File: src/rtl/core/ssc_pkg.sv
`default_nettype none
package ssc_pkg;

    localparam int TEMP_W = 11;
    localparam int PRES_W = 13;
    localparam int SAT_W = 11;
    localparam int SH_W = 12;
    localparam int DVD_W = 16;
    localparam int REM_W = 13;
    localparam int CNT_W = 4;
    localparam int ROM_LEN = 135;
    localparam int TABLE_ENTRIES_DEF = 135;

    localparam logic [PRES_W-1:0] P_LOW = 13'd53;
    localparam logic [PRES_W-1:0] P_HIGH = 13'd4600;
    localparam logic [SAT_W-1:0] SAT_HIGH = 11'd1090;
    localparam logic [SAT_W-1:0] SAT_MAX = 11'd2047;
    localparam logic [9:0] CLAMP_IDX = 10'd25;
    localparam logic [13:0] SH_OFFSET = 14'd400;

    localparam logic [PRES_W-1:0] PRESS_ROM [ROM_LEN] = '{
        13'd52, 13'd54, 13'd57, 13'd61, 13'd64, 13'd68, 13'd72, 13'd76, 13'd80, 13'd84,
        13'd89, 13'd93, 13'd98, 13'd103, 13'd108, 13'd113, 13'd119, 13'd125, 13'd131,
        13'd138, 13'd144, 13'd151, 13'd157, 13'd165, 13'd172, 13'd181, 13'd188, 13'd196,
        13'd206, 13'd215, 13'd224, 13'd235, 13'd243, 13'd255, 13'd264, 13'd275, 13'd286,
        13'd298, 13'd311, 13'd324, 13'd334, 13'd348, 13'd363, 13'd375, 13'd391, 13'd404,
        13'd424, 13'd435, 13'd453, 13'd468, 13'd483, 13'd504, 13'd520, 13'd538, 13'd556,
        13'd579, 13'd598, 13'd618, 13'd639, 13'd660, 13'd682, 13'd705, 13'd728, 13'd752,
        13'd777, 13'd803, 13'd823, 13'd851, 13'd879, 13'd903, 13'd937, 13'd962, 13'd994,
        13'd1020, 13'd1050, 13'd1090, 13'd1110, 13'd1150, 13'd1180, 13'd1220, 13'd1250,
        13'd1280, 13'd1320, 13'd1350, 13'd1400, 13'd1440, 13'd1470, 13'd1520, 13'd1560,
        13'd1600, 13'd1640, 13'd1680, 13'd1730, 13'd1780, 13'd1820, 13'd1880, 13'd1910,
        13'd1960, 13'd2030, 13'd2080, 13'd2130, 13'd2180, 13'd2240, 13'd2290, 13'd2350,
        13'd2410, 13'd2460, 13'd2510, 13'd2580, 13'd2650, 13'd2710, 13'd2770, 13'd2840,
        13'd2910, 13'd2980, 13'd3050, 13'd3100, 13'd3180, 13'd3250, 13'd3320, 13'd3400,
        13'd3480, 13'd3540, 13'd3630, 13'd3720, 13'd3780, 13'd3900, 13'd3970, 13'd4094,
        13'd4184, 13'd4275, 13'd4369, 13'd4464, 13'd4562, 13'd4600
    };

    // Entries past the end of the stored table repeat the top pressure.
    function automatic logic [PRES_W-1:0] table_entry(input logic [7:0] idx);
        logic [PRES_W-1:0] val;
        if (idx < 8'(ROM_LEN)) begin
            val = PRESS_ROM[idx];
        end else begin
            val = P_HIGH;
        end
        return val;
    endfunction

    typedef struct packed {
        logic load;
        logic step;
        logic load_seg;
        logic div;
        logic fin;
    } t_cmd;

    typedef struct packed {
        logic oor;
        logic adjacent;
        logic hit;
        logic div_last;
        logic out_free;
    } t_stat;

endpackage
`default_nettype wire

File: src/rtl/core/ssc_ctrl.sv
`default_nettype none
module ssc_ctrl (
    input  wire logic         i_clk,
    input  wire logic         i_rst_n,
    input  wire logic         i_in_valid,
    output logic              o_in_ready,
    input  ssc_pkg::t_stat    i_stat,
    output ssc_pkg::t_cmd     o_cmd
);
    import ssc_pkg::*;

    localparam logic [2:0] S_IDLE = 3'd0;
    localparam logic [2:0] S_SRCH = 3'd1;
    localparam logic [2:0] S_SEG  = 3'd2;
    localparam logic [2:0] S_DIV  = 3'd3;
    localparam logic [2:0] S_FIN  = 3'd4;

    logic [2:0] r_state;
    logic [2:0] n_state;

    always_comb begin
        n_state = r_state;
        o_cmd = '0;
        o_in_ready = 1'b0;
        unique case (r_state)
            S_IDLE: begin
                o_in_ready = 1'b1;
                if (i_in_valid) begin
                    o_cmd.load = 1'b1;
                    n_state = S_SRCH;
                end
            end
            S_SRCH: begin
                priority if (i_stat.oor) begin
                    n_state = S_FIN;
                end else if (i_stat.adjacent) begin
                    n_state = S_SEG;
                end else begin
                    o_cmd.step = 1'b1;
                    if (i_stat.hit) begin
                        n_state = S_DIV;
                    end
                end
            end
            S_SEG: begin
                o_cmd.load_seg = 1'b1;
                n_state = S_DIV;
            end
            S_DIV: begin
                o_cmd.div = 1'b1;
                if (i_stat.div_last) begin
                    n_state = S_FIN;
                end
            end
            S_FIN: begin
                if (i_stat.out_free) begin
                    o_cmd.fin = 1'b1;
                    n_state = S_IDLE;
                end
            end
            default: begin
                n_state = S_IDLE;
            end
        endcase
    end

    always_ff @(posedge i_clk) begin
        if (!i_rst_n) begin
            r_state <= S_IDLE;
        end else begin
            r_state <= n_state;
        end
    end

endmodule
`default_nettype wire

File: src/rtl/core/ssc_datapath.sv
`default_nettype none
module ssc_datapath #(
    parameter int TABLE_ENTRIES = ssc_pkg::TABLE_ENTRIES_DEF
) (
    input  wire logic                        i_clk,
    input  wire logic                        i_rst_n,
    input  ssc_pkg::t_cmd                    i_cmd,
    output ssc_pkg::t_stat                   o_stat,
    input  wire logic [ssc_pkg::TEMP_W-1:0]  i_temp,
    input  wire logic [ssc_pkg::PRES_W-1:0]  i_pres,
    output logic                             o_valid,
    input  wire logic                        i_ready,
    output logic [ssc_pkg::SAT_W-1:0]        o_sat,
    output logic [ssc_pkg::SH_W-1:0]         o_sh
);
    import ssc_pkg::*;

    localparam int IW = $clog2(TABLE_ENTRIES);

    logic [TEMP_W-1:0] r_temp;
    logic [PRES_W-1:0] r_pres;
    logic              r_low;
    logic              r_high;
    logic [IW-1:0]     r_lo;
    logic [IW-1:0]     r_hi;
    logic [PRES_W-1:0] r_den;
    logic [DVD_W-1:0]  r_dvd;
    logic [REM_W-1:0]  r_rem;
    logic [CNT_W-1:0]  r_cnt;
    logic              r_out_valid;
    logic [SAT_W-1:0]  r_sat;
    logic [SH_W-1:0]   r_sh;

    logic [IW:0]        mid_sum;
    logic [IW-1:0]      mid;
    logic [PRES_W-1:0]  t_mid;
    logic [PRES_W-1:0]  t_lo;
    logic [PRES_W-1:0]  t_hi;
    logic [PRES_W:0]    den_raw;
    logic               den_pos;
    logic [PRES_W-1:0]  num;
    logic [16:0]        num10;
    logic [REM_W:0]     rem_sh;
    logic               q_bit;
    logic signed [9:0]  k;
    logic signed [17:0] k_ext;
    logic signed [17:0] v;
    logic [SAT_W-1:0]   sat;
    logic [13:0]        sh_raw;

    assign mid_sum = {1'b0, r_lo} + {1'b0, r_hi};
    assign mid = mid_sum[IW:1];
    assign t_mid = table_entry(8'(mid));
    assign t_lo = table_entry(8'(r_lo));
    assign t_hi = table_entry(8'(r_hi));

    // A flat segment contributes no fraction.
    assign den_raw = {1'b0, t_hi} - {1'b0, t_lo};
    assign den_pos = !den_raw[PRES_W] && (den_raw != '0);
    assign num = r_pres - t_lo;
    assign num10 = 17'(num) * 17'd10;

    assign rem_sh = {r_rem, r_dvd[DVD_W-1]};
    assign q_bit = (rem_sh >= {1'b0, r_den});

    // Whole degrees above the clamp index contribute ten tenths each; the
    // quotient adds the interpolated tenths, so negatives clamp to zero.
    assign k = $signed(10'(r_lo) - CLAMP_IDX);
    assign k_ext = 18'(k);
    assign v = k_ext * 18'sd10 + $signed({2'b00, r_dvd});

    always_comb begin
        priority if (r_low) begin
            sat = '0;
        end else if (r_high) begin
            sat = SAT_HIGH;
        end else if (v[17]) begin
            sat = '0;
        end else if (v > 18'sd2047) begin
            sat = SAT_MAX;
        end else begin
            sat = v[SAT_W-1:0];
        end
    end

    assign sh_raw = 14'(r_temp) + SH_OFFSET - 14'(sat);

    assign o_stat.oor = r_low || r_high;
    assign o_stat.adjacent = ((r_hi - r_lo) == IW'(1));
    assign o_stat.hit = (t_mid == r_pres);
    assign o_stat.div_last = (r_cnt == CNT_W'(DVD_W - 1));
    assign o_stat.out_free = !r_out_valid || i_ready;

    always_ff @(posedge i_clk) begin
        if (i_cmd.load) begin
            r_temp <= i_temp;
            r_pres <= i_pres;
            r_low <= (i_pres < P_LOW);
            r_high <= (i_pres > P_HIGH);
            r_lo <= '0;
            r_hi <= IW'(TABLE_ENTRIES - 1);
        end
        if (i_cmd.step) begin
            if (t_mid == r_pres) begin
                r_lo <= mid;
                r_dvd <= '0;
                r_den <= PRES_W'(1);
                r_rem <= '0;
                r_cnt <= '0;
            end else if (t_mid > r_pres) begin
                r_hi <= mid;
            end else begin
                r_lo <= mid;
            end
        end
        if (i_cmd.load_seg) begin
            r_den <= den_pos ? den_raw[PRES_W-1:0] : PRES_W'(1);
            r_dvd <= den_pos ? num10[DVD_W-1:0] : '0;
            r_rem <= '0;
            r_cnt <= '0;
        end
        if (i_cmd.div) begin
            r_rem <= q_bit ? REM_W'(rem_sh - {1'b0, r_den}) : rem_sh[REM_W-1:0];
            r_dvd <= {r_dvd[DVD_W-2:0], q_bit};
            r_cnt <= r_cnt + CNT_W'(1);
        end
        if (i_cmd.fin) begin
            r_sat <= sat;
            r_sh <= sh_raw[13] ? '0 : sh_raw[SH_W-1:0];
        end
    end

    always_ff @(posedge i_clk) begin
        if (!i_rst_n) begin
            r_out_valid <= 1'b0;
        end else if (i_cmd.fin) begin
            r_out_valid <= 1'b1;
        end else if (i_ready) begin
            r_out_valid <= 1'b0;
        end
    end

    assign o_valid = r_out_valid;
    assign o_sat = r_sat;
    assign o_sh = r_sh;

endmodule
`default_nettype wire

File: src/rtl/core/saturation_superheat_calc_top.sv
// Flow: after an input transfer, an out-of-range pressure goes straight to the output
// state; otherwise the binary search (up to clog2(TABLE_ENTRIES) probes) ends on an
// adjacent pair, loaded as the segment, or on an exact table hit; a restoring divider
// then works through the 16-bit dividend and the result goes to the output register.
// Throughput: one item at a time; the next input is taken in the cycle after the result
// is written. The output register holds a result while stalled.
// Reset (synchronous, active low) returns the controller to idle and empties the output.
`default_nettype none
module saturation_superheat_calc_top #(
    parameter int TABLE_ENTRIES = ssc_pkg::TABLE_ENTRIES_DEF
) (
    input  wire logic        i_clk,
    input  wire logic        i_rst_n,
    input  wire logic        i_s_axis_tvalid,
    output logic             o_s_axis_tready,
    input  wire logic [23:0] i_s_axis_tdata,   // suction_temp [10:0], pressure [23:11]
    output logic             o_m_axis_tvalid,
    input  wire logic        i_m_axis_tready,
    output logic [23:0]      o_m_axis_tdata    // sat_temp [10:0], superheat [22:11], zero
);
    import ssc_pkg::*;

    t_cmd  cmd;
    t_stat stat;
    logic [SAT_W-1:0] sat;
    logic [SH_W-1:0]  sh;

    ssc_ctrl u_ctrl (
        .i_clk      (i_clk),
        .i_rst_n    (i_rst_n),
        .i_in_valid (i_s_axis_tvalid),
        .o_in_ready (o_s_axis_tready),
        .i_stat     (stat),
        .o_cmd      (cmd)
    );

    ssc_datapath #(
        .TABLE_ENTRIES (TABLE_ENTRIES)
    ) u_dp (
        .i_clk   (i_clk),
        .i_rst_n (i_rst_n),
        .i_cmd   (cmd),
        .o_stat  (stat),
        .i_temp  (i_s_axis_tdata[TEMP_W-1:0]),
        .i_pres  (i_s_axis_tdata[TEMP_W+PRES_W-1:TEMP_W]),
        .o_valid (o_m_axis_tvalid),
        .i_ready (i_m_axis_tready),
        .o_sat   (sat),
        .o_sh    (sh)
    );

    assign o_m_axis_tdata = {1'b0, sh, sat};

endmodule
`default_nettype wire

File: config.mk
export PLATFORM = sky130hd
export DESIGN_NAME = saturation_superheat_calc_top
export DESIGN_NICKNAME = d
export VERILOG_FILES = /design/src/rtl/core/ssc_pkg.sv /design/src/rtl/core/ssc_ctrl.sv /design/src/rtl/core/ssc_datapath.sv /design/src/rtl/core/saturation_superheat_calc_top.sv
export SDC_FILE = /design/constraint.sdc
export NUM_CORES = 1
export LEC_CHECK = 0
export BUFFER_PORTS_ARGS = -buffer_cell sky130_fd_sc_hd__buf_4
export CAP_MARGIN = 10
export CORE_ASPECT_RATIO = 0.8
export CORE_UTILIZATION = 50
export CTS_BUF_LIST = sky130_fd_sc_hd__clkbuf_4 sky130_fd_sc_hd__clkbuf_8
export CTS_CLUSTER_SIZE = 20
export DETAILED_ROUTE_END_ITERATION = 6
export GPL_ROUTABILITY_DRIVEN = 0
export PLACE_DENSITY = 0.66
export SLEW_MARGIN = 25
export SYNTH_ARGS = -nofsm -noshare
export SYNTH_HDL_FRONTEND = slang
export SYNTH_SLANG_ARGS = --single-unit
File: constraint.sdc
create_clock -name i_clk -period 10.4 [get_ports i_clk]
set_input_delay 0.52 -clock i_clk [delete_from_list [all_inputs] [get_ports i_clk]]
set_output_delay 0.52 -clock i_clk [all_outputs]
set_load 0.1 [all_outputs]
# Word level (Yosys, flattened, before mapping)
# Memories as Yosys holds them, arrays and structs flattened.
# Cells that the tools add are included.
# W data, S select, Z words.
[word_totals] register_bits=115 mem_bits_ro=9984 in_bits=28 out_inout_bits=26 wordCells=127 n_memories=3
[classes] add_sub_neg=10 multipliers=2 magnitude_cmp=11 eq_ne=11 n_mux=58 n_bitwise=3 reduce_logical=15
[mem_list] name="(name not given)" depth=256 width=13 rd=1 rd_ports_with_merged_regs=0 wr=0 line="ssc_pkg.sv:44" source="val = PRESS_ROM[idx];"
[mem_list] name="(name not given)" depth=256 width=13 rd=1 rd_ports_with_merged_regs=0 wr=0 line="ssc_pkg.sv:44"
[mem_list] name="(name not given)" depth=256 width=13 rd=1 rd_ports_with_merged_regs=0 wr=0 line="ssc_pkg.sv:44"
[op_table] cell="$mux W13" n=18
[op_table] cell="$mux W16" n=5
[op_table] cell="$mux W8" n=8
[op_table] cell="$mux W11" n=4
[op_table] cell="$ge A9 B9 Y1 const B" n=3
[op_table] cell="$not A8 Y9" n=3
[op_table] cell="$sub A13 B13 Y13" n=2
[op_table] cell="$lt A8 B8 Y1 const B" n=3
[op_table] cell="$add A18 B17 Y18" n=1
[op_table] cell="$gt A18 B12 Y1 const B" n=1
[op_table] cell="$mux W3" n=6
[op_table] cell="$mux W4" n=4
[op_table] cell="$mul A13 B3 Y15 const B" n=1
[op_table] cell="$pmux W3 S5" n=1
[op_table] cell="$ge A14 B13 Y1" n=1
[op_table] cell="$reduce_bool A14 Y1" n=1
[op_table] cell="$sub A13 B13 Y14" n=1
[op_table] cell="$sub A14 B11 Y14" n=1
[op_table] cell="$eq A13 B13 Y1" n=1
[op_table] cell="$gt A13 B13 Y1" n=1
[op_table] cell="$gt A13 B13 Y1 const B" n=1
[op_table] cell="$lt A13 B6 Y1 const B" n=1
[op_table] cell="$mul A9 B4 Y13 const B" n=1
[op_table] cell="$add A11 B9 Y12 const B" n=1
[op_table] cell="other kinds (20)" n=40

# Logic depth before layout (Yosys ltp)
[logic_depth] ltp_word=11 ltp_mapped=35 mapped_depth_nobuf=34

# By module
# Synthesis repeated with hierarchy kept, for this count alone.
[unflattened] cells_unflattened=1969 hier_area_um2=16129.2
[modules_own_cells] mod="ssc_datapath" instances=1 cells_each=1943 area_per_inst_um2=15920.3 seq_area_each_um2=3193.1
[modules_own_cells] mod="ssc_ctrl" instances=1 cells_each=24 area_per_inst_um2=197.7 seq_area_each_um2=60.1
[modules_own_cells] mod="saturation_superheat_calc_top" instances=1 cells_each=2 area_per_inst_um2=11.3 seq_area_each_um2=0.0

# Worst setup path after synthesis
# No wires, ideal clock.
[synth_timing] path_type="flip-flop to flip-flop" from="register u_dp.r_lo[2]" to="register u_dp.r_sh[10], in the netlist u_dp.o_sh[10] (data pin)" setup_ps=146 arrival_ps=8208 required_ps=10254 setup_slack_ps=2046 stages_incl_launch_ff=36 n_path_buf=1 period_less_slack_ps=8354 path_cell_list="dfxtp_1 -> clkbuf_1 -> clkinv_1 -> ha_1 -> a21boi_0 -> xnor2_1 -> ha_1 -> ha_1 -> fa_1 -> a21o_1 -> a21oi_1 -> o21bai_1 -> a21oi_1 -> nor2b_1 -> o21ai_0 -> xnor2_1 -> ha_1 -> a21oi_1 -> o21bai_1 -> a21o_1 -> a41o_1 -> and2_1 -> o211a_1 -> o41a_1 -> a21boi_1 -> ha_1 -> inv_1 -> fa_1 -> a21o_1 -> a21oi_1 -> o21ai_0 -> a21oi_1 -> o21ai_0 -> a2111oi_0 -> nor3_1 -> a21oi_1"
[synth_via] elab_chain_cells=9
[synth_rtl] element="from (decl)" line="ssc_datapath.sv:24" source="logic [IW-1:0] r_lo;"
[synth_rtl] element="from (signal assigned)" line="ssc_datapath.sv:105" source="r_lo <= mid;"
[synth_rtl] element="from (signal assigned)" line="ssc_datapath.sv:113" source="r_lo <= mid;"
[synth_rtl] element="$sub A8 B5 Y9 *" line="ssc_datapath.sv:68" source="assign k = $signed(10'(r_lo) - CLAMP_IDX);"
[synth_rtl] element="$mul A9 B4 Y13 *" line="ssc_datapath.sv:70" source="assign v = k_ext * 18'sd10 + $signed({2'b00, r_dvd});"
[synth_rtl] element="$add A18 B17 Y18 *" line="ssc_datapath.sv:70"
[synth_rtl] element="$gt A18 B12 Y1" line="ssc_datapath.sv:79" source="end else if (v > 18'sd2047) begin"
[synth_rtl] element="$mux W11" line="ssc_datapath.sv:79"
[synth_rtl] element="$mux W11 *" line="ssc_datapath.sv:77" source="end else if (v[17]) begin"
[synth_rtl] element="$mux W11 *" line="ssc_datapath.sv:75" source="end else if (r_high) begin"
[synth_rtl] element="$mux W11 *" line="ssc_datapath.sv:73" source="priority if (r_low) begin"
[synth_rtl] element="named net u_dp.sat[0]" line="ssc_datapath.sv:48" source="logic [SAT_W-1:0] sat;"
[synth_rtl] element="$sub A14 B11 Y14 *" line="ssc_datapath.sv:86" source="assign sh_raw = 14'(r_temp) + SH_OFFSET - 14'(sat);"
[synth_rtl] element="to (signal assigned)" line="ssc_datapath.sv:129" source="r_sh <= sh_raw[13] ? '0 : sh_raw[SH_W-1:0];"
[synth_rtl] element="to (decl)" line="ssc_datapath.sv:32" source="logic [SH_W-1:0] r_sh;"
# Mark *: on every way through the listed nets, which the timed path passes. The rest lies on a longest branch.
# A chain may end at the register's enable or synchronous reset.

# Final worst setup path
[layout_timing] from="register u_dp.r_lo[0]" to="register u_dp.r_sh[1], in the netlist u_dp.o_sh[1] (data pin)"
[layout_via] elab_chain_cells=9
[layout_rtl] element="$sub A8 B5 Y9 *" line="ssc_datapath.sv:68"
[layout_rtl] element="$mul A9 B4 Y13 *" line="ssc_datapath.sv:70"
[layout_rtl] element="$add A18 B17 Y18 *" line="ssc_datapath.sv:70"
[layout_rtl] element="$gt A18 B12 Y1" line="ssc_datapath.sv:79"
[layout_rtl] element="$mux W11" line="ssc_datapath.sv:79"
[layout_rtl] element="$mux W11 *" line="ssc_datapath.sv:77"
[layout_rtl] element="$mux W11 *" line="ssc_datapath.sv:75"
[layout_rtl] element="$mux W11 *" line="ssc_datapath.sv:73"
[layout_rtl] element="$sub A14 B11 Y14 *" line="ssc_datapath.sv:86"
# Mark *: on every way between the ends. The rest lies on a longest branch, timed or not.

==> impl_metrics.ini <==
[outcome]
status = finished clean

[min_path]
min_path_cells = 1
hold_start = i_s_axis_tdata[0]
hold_path_end = u_dp.r_temp[0]$_DFFE_PP_
hp-class = in -> reg

[worst_setup_path]
crit_fanout = 15
critPathKind = reg -> reg
critPathSlowestCell = dfxtp_1
crit_path_end_kind = register
ff2ff_path_depth = 32
crit-reg2reg-launch = u_dp.r_lo[0]$_DFF_P_
required_ps = 10550
r2r_slack_ps = 1600
arrival_ps = 8950
cpPeakStageDelay_ps = 760
startpoint_type = register
r2r-end = u_dp.o_sh[1]$_SDFFCE_PN0P_

[drt]
wl_mm = 50.3
vias = 15601
drtIter0Drc = 2243
drc = 0
wl_per_cell_um = 21.1
routed_via_density = 6.55
first_pass_iters = 6
ant_nets = 0

[power]
total_power_mw = 3.10
power.density_nw_per_um2 = 183
irDropWorstVdd_uv = 134
power.leakage_nw = 6.93

[timing]
final.setup.tns_ps = 0
period_needed_ps = 8800
clock.fmax_mhz = 114
skew_ps = 14.4
hold_ws_ps = 238
setup_viol = 0
drv_slew = 0
relSlewSlack_pct = 28.6
hold_violations = 0
fin_crit_sh_pct = 84.6
tightest_slew_ps = 1070
rsz0062_at_grt = no
setup_ws_ps = 1600

[logic_synthesis]
synthArstFlopShare_pct = 0
synth_top_area_cell = edfxtp_1
syn_nets = 2230
ys_seq_area_share_pct = 20.6
synth_edf_count = 95
avgSynthCellArea_um2 = 8.06
ys_types = 89
synth_top_area_share_pct = 18.0
ys.flop_type = edfxtp_1
ys_ff_latch = 115
synth_area_leaders = edfxtp_1 (18%), ha_1 (18%), a21oi_1 (5.0%), o21ai_0 (4.6%), nor2_1 (4.1%)
synth_warnings = 0
syn_inst = 1963
synth_area_um2 = 15800

[cells_and_area]
diodes = 0
nets = 2222
fin_cells = 2381
final_core_util_pct = 55.3
fin_area_um2 = 17000
area_delta_synth_final_pct = 7.42
drive_gt1_share_pct = 8.69

[die]
die_width_um = 201
start_util_pct = 51.4
die_h_um = 161
fp.dieArea_um2 = 32300
core_um2 = 30700
rows = 57
pin_count = 54

[grt]
grt_util_met2_pct = 43.9
antenna_found_initial = 0
grt_usage_pct = 30.8
grt_pass1_vias = 14245
use_met3_pct = 4.88
grtUsageMet1_pct = 46.8
grt_max_degree = 77
grt.overflow.total = 0
grt_pass1_wl_mm = 79.6
busiest_layer = met1

[clock_network]
ctsLongestPathBuffers = 2
holdBufCountCts = 0
clockRootBuffer = clkbuf_8
cts_setup_buffers = 0
htreeDepth = 4
clk_latency_ps = 450
cts_resized = 0
cts_sinks = 115
tritoncts = done
cts_made_buffers = 17
cts.reportedPaths.clkPinSlew_ps = 90

[place]
place_inst = 2349
dp_hpwl_mm = 37.6
dpl_cell_area_um2 = 16500
post-place-ws_ps = 1750
port_buffers = 52

[job]
max-cap-violations = 0
[per-layer routing]
metal	vias to the layer above	part of all wire, %
met2	944	40
met1	7204	46
met5	-	0
met4	0	2.8
li1	7320	-
met3	133	11
[worst max-delay path: cells and delay by family, from the launching register on]
| family | cells | cell delay, ps |
|---|---|---|
| compound gates | 20 | 4850 |
| fa+ha+maj | 5 | 1760 |
| flops | 1 | 760 |
| simple gates | 5 | 670 |
| buf+inv | 1 | 300 |
| xor+xnor | 1 | 150 |
[registers in the layout (all words and copies together), names as in the netlist]
register,count
u_dp.r_dvd,16
u_dp.r_den,13
u_dp.r_pres,13
u_dp.r_rem,13
u_dp.o_sh,12
u_dp.o_sat,11
u_dp.r_temp,11
u_dp.r_hi,8
u_dp.r_lo,8
u_dp.r_cnt,4
u_ctrl.r_state,3
u_dp.o_valid,1
u_dp.r_high,1
u_dp.r_low,1
[power by group]
group | switching [mW] | internal (mW) | total [mW]
registers | 0.0157 | 0.532 | 0.548
logic | 1.27 | 0.799 | 2.07
clock network | 0.231 | 0.250 | 0.481
[worst max path at each step]
stage | startpoint | to | slack [ps]
2_1_floorplan | u_dp.r_lo[2]$_DFF_P_ | u_dp.o_sh[10]$_SDFFCE_PN0P_ | 2050
6_report | u_dp.r_lo[0]$_DFF_P_ | u_dp.o_sh[1]$_SDFFCE_PN0P_ | 1600
3_3_place_gp | u_dp.r_lo[1]$_DFF_P_ | u_dp.o_sh[1]$_SDFFCE_PN0P_ | 2030
4_1_cts | u_dp.r_lo[1]$_DFF_P_ | u_dp.o_sh[1]$_SDFFCE_PN0P_ | 1720
3_5_place_dp | u_dp.r_lo[1]$_DFF_P_ | u_dp.o_sh[1]$_SDFFCE_PN0P_ | 1750
5_1_grt | u_dp.r_lo[1]$_DFF_P_ | u_dp.o_sh[1]$_SDFFCE_PN0P_ | 920
[area by class of cell]
cell class / instances / area (um^2)
fillers: 2867 / 13800
multi-input cells: 1612 / 11700
flip-flops and latches: 115 / 3260
repair buffers: 86 / 646
well taps: 413 / 517
inverters: 123 / 462
clock buffers: 17 / 234
clock inverters: 15 / 209
[Yosys cell counts, drive strengths merged, types with 12 or more instances]
master / n
a21o: 32
a31oi: 32
inv: 117
o21ai: 155
o311ai: 14
fa: 12
xnor2: 44
mux4: 20
and3: 24
nand3: 47
nand2: 159
edfxtp: 95
nor2: 172
ha: 227
nand2b: 20
clkbuf: 86
a21oi: 160
xor2: 25
nor4: 12
a211oi: 40
a21boi: 15
mux2i: 35
o211ai: 37
dfxtp: 20
or3: 20
nor2b: 27
buf: 27
o21a: 29
o31ai: 24
nor3: 51
a2111oi: 12
o221ai: 12
[cells by family after synthesis]
kind of cell    synth area share [%]
flops                           20.6
xor+xnor                        3.82
compound gates                  27.7
other cells                   0.0237
mux                             5.21
fa+ha+maj                       19.5
simple gates                    17.4
buf+inv                         5.76
[cells in the final DEF (no fill, tap or decap), types with 27 or more instances in the layout]
master    netlist  final
a211oi_1       36     36
a21o_1         32     32
a21oi_1       159    158
a31oi_1        32     32
buf_4           1     86
edfxtp_1       95     95
ha_1          227    227
inv_1         116    116
mux2i_1        35     35
nand2_1       159    159
nand3_1        47     47
nor2_1        172    172
nor2b_1        27     27
nor3_1         50     50
o211ai_1       37     37
o21a_1         29     29
o21ai_0       146    146
xnor2_1        44     44
No activity file was read; power rests on OpenSTA's default activity.
